### src/sv/rlpse_pkg.sv
`timescale 1ns / 1ps
// ----------------------------------------------------------------------------
// rlpse_pkg
// shared types and constants of the rgb led pulse symbol encoder
// ----------------------------------------------------------------------------
package rlpse_pkg;

  localparam int unsigned CHAN_W      = 8;
  localparam int unsigned TICK_W      = 15;
  localparam int unsigned SYM_PER_PIX = 3 * CHAN_W;
  localparam int unsigned CNT_W       = $clog2(SYM_PER_PIX);
  localparam int unsigned CFG_IDX_W   = 3;
  localparam int unsigned CFG_DATA_W  = TICK_W;

  localparam logic [TICK_W-1:0] TICK_MAX  = 15'h7FFF;
  localparam logic [CNT_W-1:0]  LAST_SYM  = CNT_W'(SYM_PER_PIX - 1);

  // reset values of the configuration registers
  localparam logic [CHAN_W-1:0] BRIGHT_RST    = 8'd255;
  localparam logic [TICK_W-1:0] ZERO_HIGH_RST = 15'd8;
  localparam logic [TICK_W-1:0] ONE_HIGH_RST  = 15'd16;
  localparam logic [TICK_W-1:0] ZERO_LOW_RST  = 15'd17;
  localparam logic [TICK_W-1:0] ONE_LOW_RST   = 15'd9;
  localparam logic [TICK_W-1:0] LATCH_RST     = TICK_W'(300000 / 50);

  typedef enum logic [CFG_IDX_W-1:0] {
    REG_BRIGHTNESS = 3'd0,
    REG_ZERO_HIGH  = 3'd1,
    REG_ONE_HIGH   = 3'd2,
    REG_ZERO_LOW   = 3'd3,
    REG_ONE_LOW    = 3'd4,
    REG_LATCH      = 3'd5
  } cfg_reg_e;

  // pulse timing set handed to the symbol stage
  typedef struct packed {
    logic [TICK_W-1:0] zero_high;
    logic [TICK_W-1:0] one_high;
    logic [TICK_W-1:0] zero_low;
    logic [TICK_W-1:0] one_low;
    logic [TICK_W-1:0] latch;
  } tick_cfg_t;

  // one emitted pulse symbol
  typedef struct packed {
    logic [TICK_W-1:0] high_ticks;
    logic [TICK_W-1:0] low_ticks;
    logic              pixel_done;
    logic              frame_done;
  } sym_t;

endpackage

### src/sv/rlpse_if.sv
`timescale 1ns / 1ps
// ----------------------------------------------------------------------------
// rlpse interfaces
// pixel input channel and pulse symbol output channel
// ----------------------------------------------------------------------------
interface rlpse_pixel_if;
  logic                       valid;
  logic                       ready;
  logic [rlpse_pkg::CHAN_W-1:0] red;
  logic [rlpse_pkg::CHAN_W-1:0] green;
  logic [rlpse_pkg::CHAN_W-1:0] blue;
  logic                       frame_last_pixel;

  modport source (output valid, red, green, blue, frame_last_pixel, input ready);
  modport sink   (input valid, red, green, blue, frame_last_pixel, output ready);
endinterface

interface rlpse_symbol_if;
  logic                       valid;
  logic                       ready;
  logic [rlpse_pkg::TICK_W-1:0] high_ticks;
  logic [rlpse_pkg::TICK_W-1:0] low_ticks;
  logic                       pixel_done;
  logic                       frame_done;

  modport source (output valid, high_ticks, low_ticks, pixel_done, frame_done,
                  input ready);
  modport sink   (input valid, high_ticks, low_ticks, pixel_done, frame_done,
                  output ready);
endinterface

### src/sv/rlpse_lane.sv
`timescale 1ns / 1ps
// ----------------------------------------------------------------------------
// rlpse_lane
// one colour channel lane: brightness gain, product shifted right by eight
// ----------------------------------------------------------------------------
module rlpse_lane (
  input  logic                         clk_i,
  input  logic                         en_i,
  input  logic [rlpse_pkg::CHAN_W-1:0] value_i,
  input  logic [rlpse_pkg::CHAN_W-1:0] bright_i,
  output logic [rlpse_pkg::CHAN_W-1:0] scaled_o
);
  import rlpse_pkg::*;

  logic [2*CHAN_W-1:0] prod;
  logic [CHAN_W-1:0]   scaled_q;

  assign prod = {{CHAN_W{1'b0}}, value_i} * {{CHAN_W{1'b0}}, bright_i};

  // truncating scale keeps the upper byte
  always_ff @(posedge clk_i) begin
    if (en_i) begin
      scaled_q <= prod[2*CHAN_W-1:CHAN_W];
    end
  end

  assign scaled_o = scaled_q;

endmodule

### src/sv/rlpse_serializer.sv
`timescale 1ns / 1ps
// ----------------------------------------------------------------------------
// rlpse_serializer
// merges lane bytes as green, red, blue; one symbol per cycle unless stalled
// ----------------------------------------------------------------------------
module rlpse_serializer (
  input  logic                         clk_i,
  input  logic                         rst_ni,
  input  rlpse_pkg::tick_cfg_t         tick_cfg_i,
  input  logic                         word_valid_i,
  input  logic [rlpse_pkg::CHAN_W-1:0] red_i,
  input  logic [rlpse_pkg::CHAN_W-1:0] green_i,
  input  logic [rlpse_pkg::CHAN_W-1:0] blue_i,
  input  logic                         last_i,
  output logic                         word_ready_o,
  output logic                         sym_valid_o,
  input  logic                         sym_ready_i,
  output rlpse_pkg::sym_t              sym_o
);
  import rlpse_pkg::*;

  logic                   busy_q, busy_d;
  logic [CNT_W-1:0]       cnt_q, cnt_d;
  logic [SYM_PER_PIX-1:0] word_q;
  logic                   last_q;
  logic                   out_valid_q;
  sym_t                   sym_q, sym_d;

  logic              advance, last_bit, load, emit, cur_one, frame_end;
  logic [TICK_W-1:0] lo_sel;
  logic [TICK_W:0]   lo_sum;

  assign advance      = !out_valid_q || sym_ready_i;
  assign last_bit     = (cnt_q == LAST_SYM);
  assign word_ready_o = !busy_q || (advance && last_bit);
  assign load         = word_valid_i && word_ready_o;
  assign emit         = busy_q && advance;

  assign cur_one   = word_q[SYM_PER_PIX-1];
  assign frame_end = last_bit && last_q;
  assign lo_sel    = cur_one ? tick_cfg_i.one_low : tick_cfg_i.zero_low;
  assign lo_sum    = {1'b0, lo_sel} + {1'b0, tick_cfg_i.latch};

  always_comb begin
    sym_d.high_ticks = cur_one ? tick_cfg_i.one_high : tick_cfg_i.zero_high;
    sym_d.pixel_done = last_bit;
    sym_d.frame_done = frame_end;
    if (frame_end) begin
      sym_d.low_ticks = lo_sum[TICK_W] ? TICK_MAX : lo_sum[TICK_W-1:0];
    end else begin
      sym_d.low_ticks = lo_sel;
    end
  end

  always_comb begin
    busy_d = busy_q;
    cnt_d  = cnt_q;
    if (load) begin
      busy_d = 1'b1;
      cnt_d  = '0;
    end else if (emit) begin
      busy_d = !last_bit;
      cnt_d  = CNT_W'(cnt_q + 1'b1);
    end
  end

  always_ff @(posedge clk_i or negedge rst_ni) begin
    if (!rst_ni) begin
      busy_q      <= 1'b0;
      cnt_q       <= '0;
      out_valid_q <= 1'b0;
    end else begin
      busy_q <= busy_d;
      cnt_q  <= cnt_d;
      if (advance) begin
        out_valid_q <= busy_q;
      end
    end
  end

  always_ff @(posedge clk_i) begin
    if (load) begin
      word_q <= {green_i, red_i, blue_i};
      last_q <= last_i;
    end else if (emit) begin
      word_q <= {word_q[SYM_PER_PIX-2:0], 1'b0};
    end
    if (emit) begin
      sym_q <= sym_d;
    end
  end

  assign sym_valid_o = out_valid_q;
  assign sym_o       = sym_q;

  a_frame_implies_pixel: assert property (@(posedge clk_i) disable iff (!rst_ni)
    (out_valid_q && sym_q.frame_done) |-> sym_q.pixel_done)
    else $error("frame_done without pixel_done");

  a_cnt_range: assert property (@(posedge clk_i) disable iff (!rst_ni)
    busy_q |-> (cnt_q <= LAST_SYM))
    else $error("symbol counter out of range");

  a_run_ends: assert property (@(posedge clk_i) disable iff (!rst_ni)
    (emit && last_bit && !load) |=> !busy_q)
    else $error("serializer still busy after the last symbol");

  a_no_load_midrun: assert property (@(posedge clk_i) disable iff (!rst_ni)
    (busy_q && !last_bit) |-> !load)
    else $error("new word loaded in the middle of a pixel");

endmodule

### src/sv/rgb_led_pulse_symbol_encoder_core.sv
`timescale 1ns / 1ps
// ----------------------------------------------------------------------------
// rgb_led_pulse_symbol_encoder_core
// pixel to led pulse symbol encoder with brightness scaling
// ----------------------------------------------------------------------------
// Each accepted pixel produces 24 pulse symbols, one per clock while the
// output accepts them, in the order green, red, blue, msb first; the symbol
// serializer, which emits a single symbol per cycle unless the output stalls,
// sets the pixel rate. Three lanes scale the channels in parallel in the cycle
// after acceptance, and a pixel passes the lane registers, the serializer word
// register and the output symbol register before its first symbol appears. One
// pixel waits in the lane registers while the previous one is serialized, and
// the next pixel's word is taken the same cycle the last symbol of the previous
// pixel leaves, so no gap is inserted between pixels. Configuration writes are
// expected only while the block is idle; writes to unknown indexes are ignored.
// ----------------------------------------------------------------------------
module rgb_led_pulse_symbol_encoder_core (
  input  logic                              clk_i,
  input  logic                              rst_ni,
  input  logic                              cfg_we_i,
  input  logic [rlpse_pkg::CFG_IDX_W-1:0]   cfg_idx_i,
  input  logic [rlpse_pkg::CFG_DATA_W-1:0]  cfg_wdata_i,
  rlpse_pixel_if.sink                       pix_i,
  rlpse_symbol_if.source                    sym_o
);
  import rlpse_pkg::*;

  // configuration registers
  logic [CHAN_W-1:0] bright_q;
  tick_cfg_t         tick_cfg_q;

  // lane stage control
  logic              s1_valid_q;
  logic              s1_last_q;
  logic              in_acc;
  logic              word_ready;

  // scaled channel bytes from the lanes
  logic [CHAN_W-1:0] red_s, green_s, blue_s;

  sym_t              sym;
  logic              sym_valid;

  // register writes, unknown index leaves everything as is
  always_ff @(posedge clk_i or negedge rst_ni) begin
    if (!rst_ni) begin
      bright_q             <= BRIGHT_RST;
      tick_cfg_q.zero_high <= ZERO_HIGH_RST;
      tick_cfg_q.one_high  <= ONE_HIGH_RST;
      tick_cfg_q.zero_low  <= ZERO_LOW_RST;
      tick_cfg_q.one_low   <= ONE_LOW_RST;
      tick_cfg_q.latch     <= LATCH_RST;
    end else if (cfg_we_i) begin
      case (cfg_reg_e'(cfg_idx_i))
        REG_BRIGHTNESS: bright_q             <= cfg_wdata_i[CHAN_W-1:0];
        REG_ZERO_HIGH:  tick_cfg_q.zero_high <= cfg_wdata_i;
        REG_ONE_HIGH:   tick_cfg_q.one_high  <= cfg_wdata_i;
        REG_ZERO_LOW:   tick_cfg_q.zero_low  <= cfg_wdata_i;
        REG_ONE_LOW:    tick_cfg_q.one_low   <= cfg_wdata_i;
        REG_LATCH:      tick_cfg_q.latch     <= cfg_wdata_i;
        default: ;
      endcase
    end
  end

  // lane stage takes a pixel when empty or when its pixel moves on
  assign pix_i.ready = !s1_valid_q || word_ready;
  assign in_acc      = pix_i.valid && pix_i.ready;

  always_ff @(posedge clk_i or negedge rst_ni) begin
    if (!rst_ni) begin
      s1_valid_q <= 1'b0;
    end else if (in_acc) begin
      s1_valid_q <= 1'b1;
    end else if (word_ready) begin
      s1_valid_q <= 1'b0;
    end
  end

  always_ff @(posedge clk_i) begin
    if (in_acc) begin
      s1_last_q <= pix_i.frame_last_pixel;
    end
  end

  // three parallel scaling lanes
  rlpse_lane u_lane_red (
    .clk_i    (clk_i),
    .en_i     (in_acc),
    .value_i  (pix_i.red),
    .bright_i (bright_q),
    .scaled_o (red_s)
  );

  rlpse_lane u_lane_green (
    .clk_i    (clk_i),
    .en_i     (in_acc),
    .value_i  (pix_i.green),
    .bright_i (bright_q),
    .scaled_o (green_s)
  );

  rlpse_lane u_lane_blue (
    .clk_i    (clk_i),
    .en_i     (in_acc),
    .value_i  (pix_i.blue),
    .bright_i (bright_q),
    .scaled_o (blue_s)
  );

  // merge into the grb word and emit symbols
  rlpse_serializer u_serializer (
    .clk_i        (clk_i),
    .rst_ni       (rst_ni),
    .tick_cfg_i   (tick_cfg_q),
    .word_valid_i (s1_valid_q),
    .red_i        (red_s),
    .green_i      (green_s),
    .blue_i       (blue_s),
    .last_i       (s1_last_q),
    .word_ready_o (word_ready),
    .sym_valid_o  (sym_valid),
    .sym_ready_i  (sym_o.ready),
    .sym_o        (sym)
  );

  assign sym_o.valid      = sym_valid;
  assign sym_o.high_ticks = sym.high_ticks;
  assign sym_o.low_ticks  = sym.low_ticks;
  assign sym_o.pixel_done = sym.pixel_done;
  assign sym_o.frame_done = sym.frame_done;

endmodule
### src/flat_wrapper.sv
// flat-port wrapper written by rule: the top's interface ports become plain ports
module rgb_led_pulse_symbol_encoder_core_flat import rlpse_pkg::*;
  (clk_i, rst_ni, cfg_we_i, cfg_idx_i, cfg_wdata_i, pix_i_valid, pix_i_red, pix_i_green, pix_i_blue, pix_i_frame_last_pixel, pix_i_ready, sym_o_valid, sym_o_high_ticks, sym_o_low_ticks, sym_o_pixel_done, sym_o_frame_done, sym_o_ready);
  rlpse_pixel_if pix_i_i ();
  rlpse_symbol_if sym_o_i ();
  input  logic clk_i;
  input  logic rst_ni;
  input  logic cfg_we_i;
  input  logic [rlpse_pkg::CFG_IDX_W-1:0] cfg_idx_i;
  input  logic [rlpse_pkg::CFG_DATA_W-1:0] cfg_wdata_i;
  input wire logic [$bits(pix_i_i.valid)-1:0] pix_i_valid;
  input wire logic [$bits(pix_i_i.red)-1:0] pix_i_red;
  input wire logic [$bits(pix_i_i.green)-1:0] pix_i_green;
  input wire logic [$bits(pix_i_i.blue)-1:0] pix_i_blue;
  input wire logic [$bits(pix_i_i.frame_last_pixel)-1:0] pix_i_frame_last_pixel;
  output wire logic [$bits(pix_i_i.ready)-1:0] pix_i_ready;
  output wire logic [$bits(sym_o_i.valid)-1:0] sym_o_valid;
  output wire logic [$bits(sym_o_i.high_ticks)-1:0] sym_o_high_ticks;
  output wire logic [$bits(sym_o_i.low_ticks)-1:0] sym_o_low_ticks;
  output wire logic [$bits(sym_o_i.pixel_done)-1:0] sym_o_pixel_done;
  output wire logic [$bits(sym_o_i.frame_done)-1:0] sym_o_frame_done;
  input wire logic [$bits(sym_o_i.ready)-1:0] sym_o_ready;
  assign pix_i_i.valid = pix_i_valid;
  assign pix_i_i.red = pix_i_red;
  assign pix_i_i.green = pix_i_green;
  assign pix_i_i.blue = pix_i_blue;
  assign pix_i_i.frame_last_pixel = pix_i_frame_last_pixel;
  assign pix_i_ready = pix_i_i.ready;
  assign sym_o_valid = sym_o_i.valid;
  assign sym_o_high_ticks = sym_o_i.high_ticks;
  assign sym_o_low_ticks = sym_o_i.low_ticks;
  assign sym_o_pixel_done = sym_o_i.pixel_done;
  assign sym_o_frame_done = sym_o_i.frame_done;
  assign sym_o_i.ready = sym_o_ready;
  rgb_led_pulse_symbol_encoder_core u_core (.clk_i(clk_i), .rst_ni(rst_ni), .cfg_we_i(cfg_we_i), .cfg_idx_i(cfg_idx_i), .cfg_wdata_i(cfg_wdata_i), .pix_i(pix_i_i), .sym_o(sym_o_i));
endmodule
### config.mk
export PLATFORM = sky130hd
export DESIGN_NAME = rgb_led_pulse_symbol_encoder_core_flat
export DESIGN_NICKNAME = d
export VERILOG_FILES = /design/src/sv/rlpse_pkg.sv /design/src/sv/rlpse_if.sv /design/src/sv/rlpse_lane.sv /design/src/sv/rlpse_serializer.sv /design/src/sv/rgb_led_pulse_symbol_encoder_core.sv /design/src/flat_wrapper.sv
export SDC_FILE = /design/constraint.sdc
export NUM_CORES = 1
export LEC_CHECK = 0
export ABC_AREA = 1
export BUFFER_PORTS_ARGS = -buffer_cell sky130_fd_sc_hd__buf_2
export CAP_MARGIN = 10
export CORE_ASPECT_RATIO = 1.5
export CORE_MARGIN = 3
export CORE_UTILIZATION = 50
export CTS_BUF_LIST = sky130_fd_sc_hd__clkbuf_4 sky130_fd_sc_hd__clkbuf_8
export DETAILED_ROUTE_END_ITERATION = 8
export PLACE_DENSITY = 0.67
export SYNTH_ARGS = -nofsm -noshare
export SYNTH_HDL_FRONTEND = slang
export SYNTH_SLANG_ARGS = --single-unit
### constraint.sdc
create_clock -name clk_i -period 5.8 [get_ports clk_i]
set_clock_uncertainty 0.2 [all_clocks]
set_input_delay 1.45 -clock clk_i [delete_from_list [all_inputs] [get_ports clk_i]]
set_output_delay 1.45 -clock clk_i [all_outputs]
set_load 0.05 [all_outputs]
; ---- After elaboration in Yosys (flattened, before gate mapping)
; Index checks and enable logic that the tools add are counted.
[op_classes]
add_sub_neg = 2
mul = 3
n_eq_ne = 6
mux = 12
reduce_logical = 21
[op_table]
columns = op, n
row1 = $mux W15, 4
row2 = $mul A8 B8 Y16, 3
row3 = $mux W24, 2
row4 = $add A15 B15 Y16, 1
row5 = $reduce_and A2 Y1, 6
row6 = $mux W5, 2
row7 = $eq A3 B2 Y1 const B, 2
row8 = $eq A3 B3 Y1 const B, 2
row9 = $add A5 B1 Y5 const B, 1
row10 = $eq A5 B5 Y1 const B, 1
row11 = $logic_and A1 B1 Y1, 5
row12 = $logic_not A1 Y1, 4
row13 = $mux W1, 4
row14 = $reduce_bool A2 Y1, 2
row15 = $eq A3 B1 Y1 const B, 1
row16 = $logic_not A3 Y1, 1
row17 = $logic_or A1 B1 Y1, 3
[totals]
register_bits = 173
inputBits = 48
out_inout_bits = 34
word_cells = 64

; ---- Logic depth before layout (Yosys ltp)
; Gate-level depths: netlist (run 1).
[logic_depth]
ltp_word = 7
ltp_mapped = 23
depth_no_buf = 21

; ---- By module
; Synthesis (run 1) repeated with hierarchy kept, for this count alone.
[unflattened]
hier_cells = 1870
area_unflattened_um2 = 14667.8
[modules_own_cells]
columns = module, n_inst, cells_per_inst, area_per_inst_um2, seq_area_each_um2
row1 = rlpse_serializer, 1, 470, 3966.3, 1886.8
row2 = rgb_led_pulse_symbol_encoder_core, 1, 377, 3360.7, 2158.3
row3 = rlpse_lane at u_core.u_lane_blue, 1, 341, 2453.6, 240.2
row4 = rlpse_lane at u_core.u_lane_red, 1, 341, 2446.1, 240.2
row5 = rlpse_lane at u_core.u_lane_green, 1, 341, 2441.1, 240.2

; ---- Least setup slack after synthesis (run 1)
; OpenSTA, ideal clock, no wires.
[synth_path]
kind = in2reg
from = in pix_i_green[4]
to = reg u_core.u_lane_green.scaled_q[6], in the netlist u_core.u_lane_green.scaled_o[6] (data pin)
setup_ns = 0.252
arrival_ns = 4.752
t_required_ns = 5.348
path_slack_ns = 0.595
cell_stages = 17
n_path_buf = 1
path_cell_list = clkbuf_1 nand2_1 fa_1 fa_1 inv_1 fa_1 inv_1 fa_1 inv_1 ha_1 a21o_1 nand3_1 nand2_1 a21oi_1 nand2_1 nand2_1 nand2_1
[synth_via]
elab_chain_len = 1
[synth_lines]
columns = element, line_no
row1 = "start, declared", flat_wrapper.sv:13  ; input wire logic [$bits(pix_i_i.green)-1:0] pix_i_green;
row2 = $mul A8 B8 Y16, rlpse_lane.sv:18  ; assign prod = {{CHAN_W{1'b0}}, value_i} * {{CHAN_W{1'b0}}, bright_i};
row3 = via u_core.u_lane_green.prod[14], rlpse_lane.sv:15  ; logic [2*CHAN_W-1:0] prod;
row4 = "end signal, assigned", rlpse_lane.sv:23  ; scaled_q <= prod[2*CHAN_W-1:CHAN_W];
row5 = "end, declared", rlpse_lane.sv:16  ; logic [CHAN_W-1:0] scaled_q;
; The timed path passes the listed nets, and every way through them passes these cells.
; A chain may end at the register's enable or synchronous reset.

; ---- Worst setup path in the final report (run 1)
[layout_path]
from = in pix_i_red[5]
to = reg u_core.u_lane_red.scaled_q[7], in the netlist u_core.u_lane_red.scaled_o[7] (data pin)
[layout_via]
elab_chain_len = 1
[layout_lines]
columns = element, line_no
row1 = "start, declared", flat_wrapper.sv:12  ; input wire logic [$bits(pix_i_i.red)-1:0] pix_i_red;
row2 = $mul A8 B8 Y16, rlpse_lane.sv:18
row3 = via u_core.u_lane_red.prod[15], rlpse_lane.sv:15
row4 = "end signal, assigned", rlpse_lane.sv:23
row5 = "end, declared", rlpse_lane.sv:16
; The timed path passes the listed nets, and every way through them passes these cells.

==> impl_metrics.ini, run 1 <==
[clocking]
insertion_delay_ns = 0.46
cts.clk_slew.worst_paths_ns = 0.10
ctsHoldBuffers = 0
cts_buffers = 17
post_cts_buffers = 0
cts_resized = 0
cts_root_buf = clkbuf_8
cts_htree_levels = 4
numClockSinks = 173
cts.path.max_buffers = 2
cts_tree = yes

[setup_path]
slowest_stage = fa_1
cp_max_fo = 8
cpPeakStageDelay_ns = 0.50
cp.arrival_ns = 4.95
crit_chain = buf_2, nand2_1, inv_1, fa_1, fa_1, fa_1, inv_1, fa_1, inv_1, ha_1, a21oi_1, o21a_1, nor2_1, nor2_1, nand2_1, nand2_1, nand2_1
worstSetupStartpointType = primary input
crit_type = primary input to flop
regToRegSetupSlack_ns = 1.06
rr_endpoint = u_core.u_lane_red.scaled_o[7]
setup.worst_path.end_class = flop
cp_num_buf_inv = 4
crit_family = adder cells
rr_startpoint = u_core.bright_q[4]
required_ns = 5.83
worstRegToRegCells = 16

[hold_path]
min_delay_path_depth = 0
hp-class = flop to flop
hold_end = u_core.u_serializer.last_q
hp-start = u_core.s1_last_q

[grt]
grt_max_degree = 66
antenna_found_initial = 0
grt_use_total_pct = 21.59
grt_pass1_wl_um = 54360
first_global_vias = 11714
overflow = 0

[power]
irDropWorstVdd_v = 0.0002109
p_int_mw = 3.376
swShare_pct = 45.35
leakagePower_nw = 9.104
seqPwrFrac_pct = 30.3
p_comb_share_pct = 54.5
pwr-share-clk_pct = 15.2
power.switching_mw = 2.801
p_per_area_nw_per_um2 = 399.6

[placement]
port_buffers = 81
routabilityCongestion = 0.9215
preCtsSetupSlack_ns = 0.4131
place_hpwl_um = 24050

[routing]
drtIter0Drc = 525
route.detailed.wl_per_inst_um = 14.29
ant_nets = 0
drt_pass1_iterations = 5
wl_um = 31320
num_vias = 11044
viasPerCell = 5.041
remaining_drc_errors = 0

[finish]
nFillCells = 2644
area_growth_pct = 7.221
diodes = 0
drive_above_1_share_pct = 11.17
fin_nets = 2101

[sta]
worst_pin_slew_ns = 1.085
fmax_ghz = 0.2035
layout_setup_ws_ns = 0.8860
finalMaxSlewViolations = 0
final-hold-violation-count = 0
setup_viol = 0
fin_crit_sh_pct = 84.72
finalSetupTns_ns = 0
rsz0062_at_grt = no
period_needed_ns = 4.914
relSlewSlack_pct = 27.43

[yosys]
syn_inst = 1793
synthArstFlopShare_pct = 52.60
yosysUniqueCellTypes = 42
yosys_warnings = 0
syn_nets = 2062
yosysSeqAreaShare_pct = 33.06
syn_avg_cell_area_um2 = 8.040
synth_edf_count = 82
synthFlopType = edfxtp_1
synth-seq-cells = 173
synth_area_um2 = 14420

[floorplanning]
dieArea_um2 = 30950
die_h_um = 214.0
io_pins = 82
core_area_um2 = 28150
start_util_pct = 51.21
fp-row-count = 75
die-width_um = 144.6

[outcome]
status = finished, final reports clean

[run]
maxCapViolCount = 0
-- Yosys cell counts (6+ instances only) --
library cell  instances  area share (%)
a21o_1                7            0.36
a21oi_1              38             1.3
buf_2                 6            0.21
clkbuf_1             44             1.1
clkbuf_2             12            0.42
dfrtp_1              70              12
dfstp_2              21             3.8
edfxtp_1             82              17
fa_1                106              15
ha_1                115              10
inv_1               399              10
inv_2                12            0.31
mux2_2               19             1.5
mux2i_1               6            0.42
nand2_1             564              15
nand2_2              14            0.61
nand3_1              44             1.5
nand3_2               8            0.56
nand4_1              12            0.52
nor2_1               54             1.4
nor3_1               12            0.42
o21ai_0              96             3.3
o21ai_2               6            0.36
xnor2_1               9            0.55
xor2_1               10            0.61
-- metrics by stage --
stage / std cells / instance area [um2] / utilization [%] / power, mW / hold WS [ns]
floorplan: 1793 / 14420 / - / 4.492 / 0.2003
global placement: 2158 / 15000 / 53.29 / 5.210 / 0.2054
detailed placement: 2158 / 15000 / 53.29 / 5.272 / 0.2088
CTS: 2190 / 15440 / 54.85 / 6.229 / 0.2308
global route: 2191 / 15460 / 54.91 / 6.879 / 0.2452
finish: 2191 / 15460 / 54.91 / 6.178 / 0.2281
-- worst max-delay path by stage --
| stage | depth (start not counted) | slack [ns] | to | from |
|---|---|---|---|---|
| after global placement | 17 | 0.47 | u_core.u_lane_green.scaled_o[6] | pix_i_green[5] |
| after CTS | 17 | 0.93 | u_core.u_lane_red.scaled_o[4] | pix_i_red[6] |
| final | 17 | 0.89 | u_core.u_lane_red.scaled_o[7] | pix_i_red[5] |
| after detailed placement | 17 | 0.41 | u_core.u_lane_red.scaled_o[4] | pix_i_red[6] |
| after global routing | 17 | 0.65 | u_core.u_lane_red.scaled_o[4] | pix_i_red[6] |
| after floorplan | 17 | 0.60 | u_core.u_lane_green.scaled_o[6] | pix_i_green[4] |
-- layout by cell type, fill, tap and decap left out, drive strengths merged --
cell type,instances
nor2,54
o21bai,3
clkinv,2
edfxtp,82
mux2i,6
xor2,10
clkinvlp,4
ha,115
and2,2
mux2,19
a21o,7
buf,88
xnor2,9
nand3,52
dfrtp,70
bufinv,4
nand4,12
fa,106
o21a,2
a22oi,1
nand2,579
dfstp,21
inv,417
clkbuf,17
nor3,13
o31ai,2
nand3b,3
a21oi,41
a31oi,1
o21ai,103
-- layer usage --
metal	global-route usage, %	part of all wire [%]	up-vias
li1	-	-	5489
met1	24.75	39	5284
met2	40.71	55	211
met3	2.322	3.2	60
met4	7.343	3.0	0
met5	0	0	-
-- area by class of cell --
cell class	instances	area, um2	share of cell area (%)
clock buffers	17	234.0	1.514
flip-flops and latches	173	4766	30.83
repair buffers	88	467.9	3.027
inverters	412	1549	10.02
well taps	346	432.9	2.801
clock inverters	15	206.4	1.336
multi-input cells	1140	7801	50.47
-- sequential cells by signal, indices dropped and copies added (netlist names) --
name,count
u_core.tick_cfg_q,75
u_core.u_serializer.cnt_q,5
u_core.bright_q,8
u_core.u_serializer.busy_q,1
u_core.u_serializer.last_q,1
u_core.u_serializer.word_q,24
u_core.u_lane_blue.scaled_o,8
u_core.s1_last_q,1
u_core.s1_valid_q,1
u_core.u_lane_red.scaled_o,8
u_core.u_serializer.sym_valid_o,1
u_core.u_serializer.sym_o,32
u_core.u_lane_green.scaled_o,8
-- logic make-up after synthesis --
| kind of cell | Yosys count | synth area share, % |
|---|---|---|
| compound gates | 160 | 6.197 |
| xor+xnor | 19 | 1.154 |
| fa+ha+maj | 221 | 24.70 |
| buf+inv | 480 | 12.88 |
| flops | 173 | 33.06 |
| mux | 25 | 1.901 |
| simple gates | 715 | 20.11 |
-- power by group through the flow --
| stage | Clock, mW | Sequential (mW) | Combinational (mW) |
|---|---|---|---|
| 6_report | 0.939 | 1.87 | 3.36 |
| 5_1_grt | 1.01 | 1.91 | 3.97 |
| 4_1_cts | 0.959 | 1.87 | 3.40 |
| 3_5_place_dp | 0 | 1.90 | 3.37 |
| 3_3_place_gp | 0 | 1.89 | 3.32 |
| 2_1_floorplan | 0 | 1.92 | 2.57 |
Power figures use the tool's default switching activity.
==> run 2: changes to the inputs <==
--- a/config.mk
+++ b/config.mk
@@ -5,7 +5,7 @@
 export SDC_FILE = /design/constraint.sdc
 export NUM_CORES = 1
 export LEC_CHECK = 0
-export ABC_AREA = 1
+export ABC_AREA = 0
 export BUFFER_PORTS_ARGS = -buffer_cell sky130_fd_sc_hd__buf_2
 export CAP_MARGIN = 10
 export CORE_ASPECT_RATIO = 1.5
@@ -13,7 +13,7 @@
 export CORE_UTILIZATION = 50
 export CTS_BUF_LIST = sky130_fd_sc_hd__clkbuf_4 sky130_fd_sc_hd__clkbuf_8
 export DETAILED_ROUTE_END_ITERATION = 8
-export PLACE_DENSITY = 0.67
+export PLACE_DENSITY = 0.68
 export SYNTH_ARGS = -nofsm -noshare
 export SYNTH_HDL_FRONTEND = slang
 export SYNTH_SLANG_ARGS = --single-unit
==> constraint.sdc (replaced) <==
create_clock -name clk_i -period 5.15 [get_ports clk_i]
set_clock_uncertainty 0.2 [all_clocks]
set_input_delay 1.2875 -clock clk_i [delete_from_list [all_inputs] [get_ports clk_i]]
set_output_delay 1.2875 -clock clk_i [all_outputs]
set_load 0.05 [all_outputs]
==> run 2 against run 1 <==
  * Clock power increased by 18%
  * Wire length is 13% lower
  * Die area is 6.9% lower
  * Critical path depth decreased by 2
  * Flip-flop and latch count did not move
  * Sequential power up 12%
  * Via count shrank 18%
  * Non-clock buffer count grew 64
  * Register-to-register slack worse by 0.70 ns
==> impl_metrics.ini, run 2 <==
[outcome]
status = finished, final reports clean

[setup_path]
required_ns = 5.15
worstSetupStartpointType = primary input
cp_num_buf_inv = 5
cp_max_fo = 6
cp.arrival_ns = 4.89
cpMostUsedCell = fa_1
crit_type = primary input to flop
crit_chain = buf_2, buf_4, and2_1, fa_1, fa_1, fa_1, inv_1, fa_1, inv_1, ha_1, and3_1, a32oi_1, buf_4, o21ai_0, xor2_1
cpPeakStageDelay_ns = 0.52
setup.worst_path.end_class = flop
slowest_stage = fa_1
crit_family = adder cells

[placement]
routabilityCongestion = 0.9017
port_buffers = 81
placed_cells = 1646
placed_area_um2 = 14590
place_hpwl_um = 21490
preCtsSetupSlack_ns = -0.2300

[yosys]
synthFlopType = edfxtp_1
synth_top_area_cell = edfxtp_1
synth-seq-cells = 173
synth_area_leaders = edfxtp_1, fa_1, dfrtp_1
yosys-top-cells-count = and2_1, inv_1, nand2_1
yosysUniqueCellTypes = 69
synthArstFlopShare_pct = 52.60
netlist.area_leader.share_pct = 18.39
synth_most_common_cell = and2_1
yosysSeqAreaShare_pct = 35.59
syn_avg_cell_area_um2 = 11.21
synth_edf_count = 82
yosys_warnings = 0
syn_nets = 1464
syn_inst = 1195
synth_area_um2 = 13390

[routing]
remaining_drc_errors = 0
drtIter0Drc = 326
route.detailed.wl_per_inst_um = 16.33
viasPerCell = 5.375
num_vias = 9019
wl_um = 27400
ant_nets = 0
drt_pass1_iterations = 4

[floorplanning]
die_h_um = 206.4
core_area_um2 = 26130
fp-row-count = 72
die-width_um = 139.6
io_pins = 82
dieArea_um2 = 28820
start_util_pct = 51.26

[power]
irDropWorstVdd_v = 0.0003242
power.total_mw = 8.340
p_per_area_nw_per_um2 = 553.9
leakagePower_nw = 7.139

[finish]
layout_common_cells = and2_1, inv_1, nand2_1
ff_latch_area_um2 = 4770
final_common_cell = and2_1
fin_nets = 1601
nFillCells = 2316
area_growth_pct = 12.45
fin_util_pct = 57.64
multi_input_area_um2 = 7968
largest_reg_flops = 75
top_register = u_core.tick_cfg_q
diodes = 0
stdcell_count = 1678
drive_above_1_share_pct = 24.61
stdcell_area_um2 = 15060

[sta]
rsz0062_at_grt = no
finalMaxSlewViolations = 0
finalSetupTns_ns = 0
fmax_ghz = 0.2048
layout_setup_ws_ns = 0.2676
setup_viol = 0
final-hold-violation-count = 0
relSlewSlack_pct = 23.23
worst_pin_slew_ns = 1.152
holdWs_ns = 0.2308
period_needed_ns = 4.882
fin_crit_sh_pct = 94.80

[clocking]
cts_tree = yes
numClockSinks = 173
post_cts_buffers = 0
ctsHoldBuffers = 0
cts_buffers = 17
insertion_delay_ns = 0.46
cts.clk_slew.worst_paths_ns = 0.09
cts_root_buf = clkbuf_8
cts_htree_levels = 4
cts.path.max_buffers = 2

[grt]
grt_pass1_wl_um = 47800
antenna_found_initial = 0
grt_use_total_pct = 20.26
first_global_vias = 9830
grt_max_degree = 66
overflow = 0

[hold_path]
hp-class = flop to flop

[run]
maxCapViolCount = 0
[run 2: where the power goes]
group          total, mW  switching, mW  internal [mW]
combinational       5.13           2.66           2.47
clock               1.11          0.511          0.595
sequential          2.10          0.203           1.90
[run 2: final timing paths]
| check | from | endpoint | slack (ns) | depth (start not counted) |
|---|---|---|---|---|
| max | pix_i_blue[4] | u_core.u_lane_blue.scaled_o[6] | 0.27 | 15 |
| min | u_core.s1_last_q | u_core.u_serializer.last_q | 0.23 | 0 |
| max reg2reg | u_core.bright_q[2] | u_core.u_lane_red.scaled_o[6] | 0.36 | 12 |
| min reg2reg | u_core.s1_last_q | u_core.u_serializer.last_q | 0.23 | 0 |
| max in group asynchronous | rst_ni | u_core.tick_cfg_q[12] | 3.11 | 2 |
| min in group asynchronous | rst_ni | u_core.tick_cfg_q[61] | 0.73 | 1 |
[run 2: what timing repair did]
| action | in CTS | in global routing |
|---|---|---|
| resized for setup | 0 | 1 |
| endpoints found under the setup margin | 0 | 1 |
| hold endpoints to repair | 0 | 0 |
[run 2: final cells by class]
cell class	instances	area share, %
tap	333	2.767
clock buffer	18	1.604
inverter	132	3.290
clock inverter	14	1.504
sequential	173	31.67
timing repair buffer	152	6.248
multi-input combinational	856	52.91
[run 2: kinds of logic (layout without fill, tap and decap cells)]
| kind of cell | after synthesis | in the layout | synth area share, % |
|---|---|---|---|
| mux | 113 | 113 | 9.493 |
| simple gates | 360 | 360 | 14.53 |
| compound gates | 125 | 125 | 6.466 |
| xor+xnor | 37 | 37 | 2.420 |
| flops | 173 | 173 | 35.59 |
| fa+ha+maj | 221 | 221 | 26.59 |
| buf+inv | 166 | 316 | 4.914 |
[run 2: layer usage]
metal | up-vias | wire [um] | global-route usage (%)
li1 | 4308 | - | -
met1 | 4528 | 11420 | 24.27
met2 | 150 | 14750 | 37.72
met3 | 33 | 761 | 2.755
met4 | 0 | 463 | 6.267
met5 | - | 0 | 0
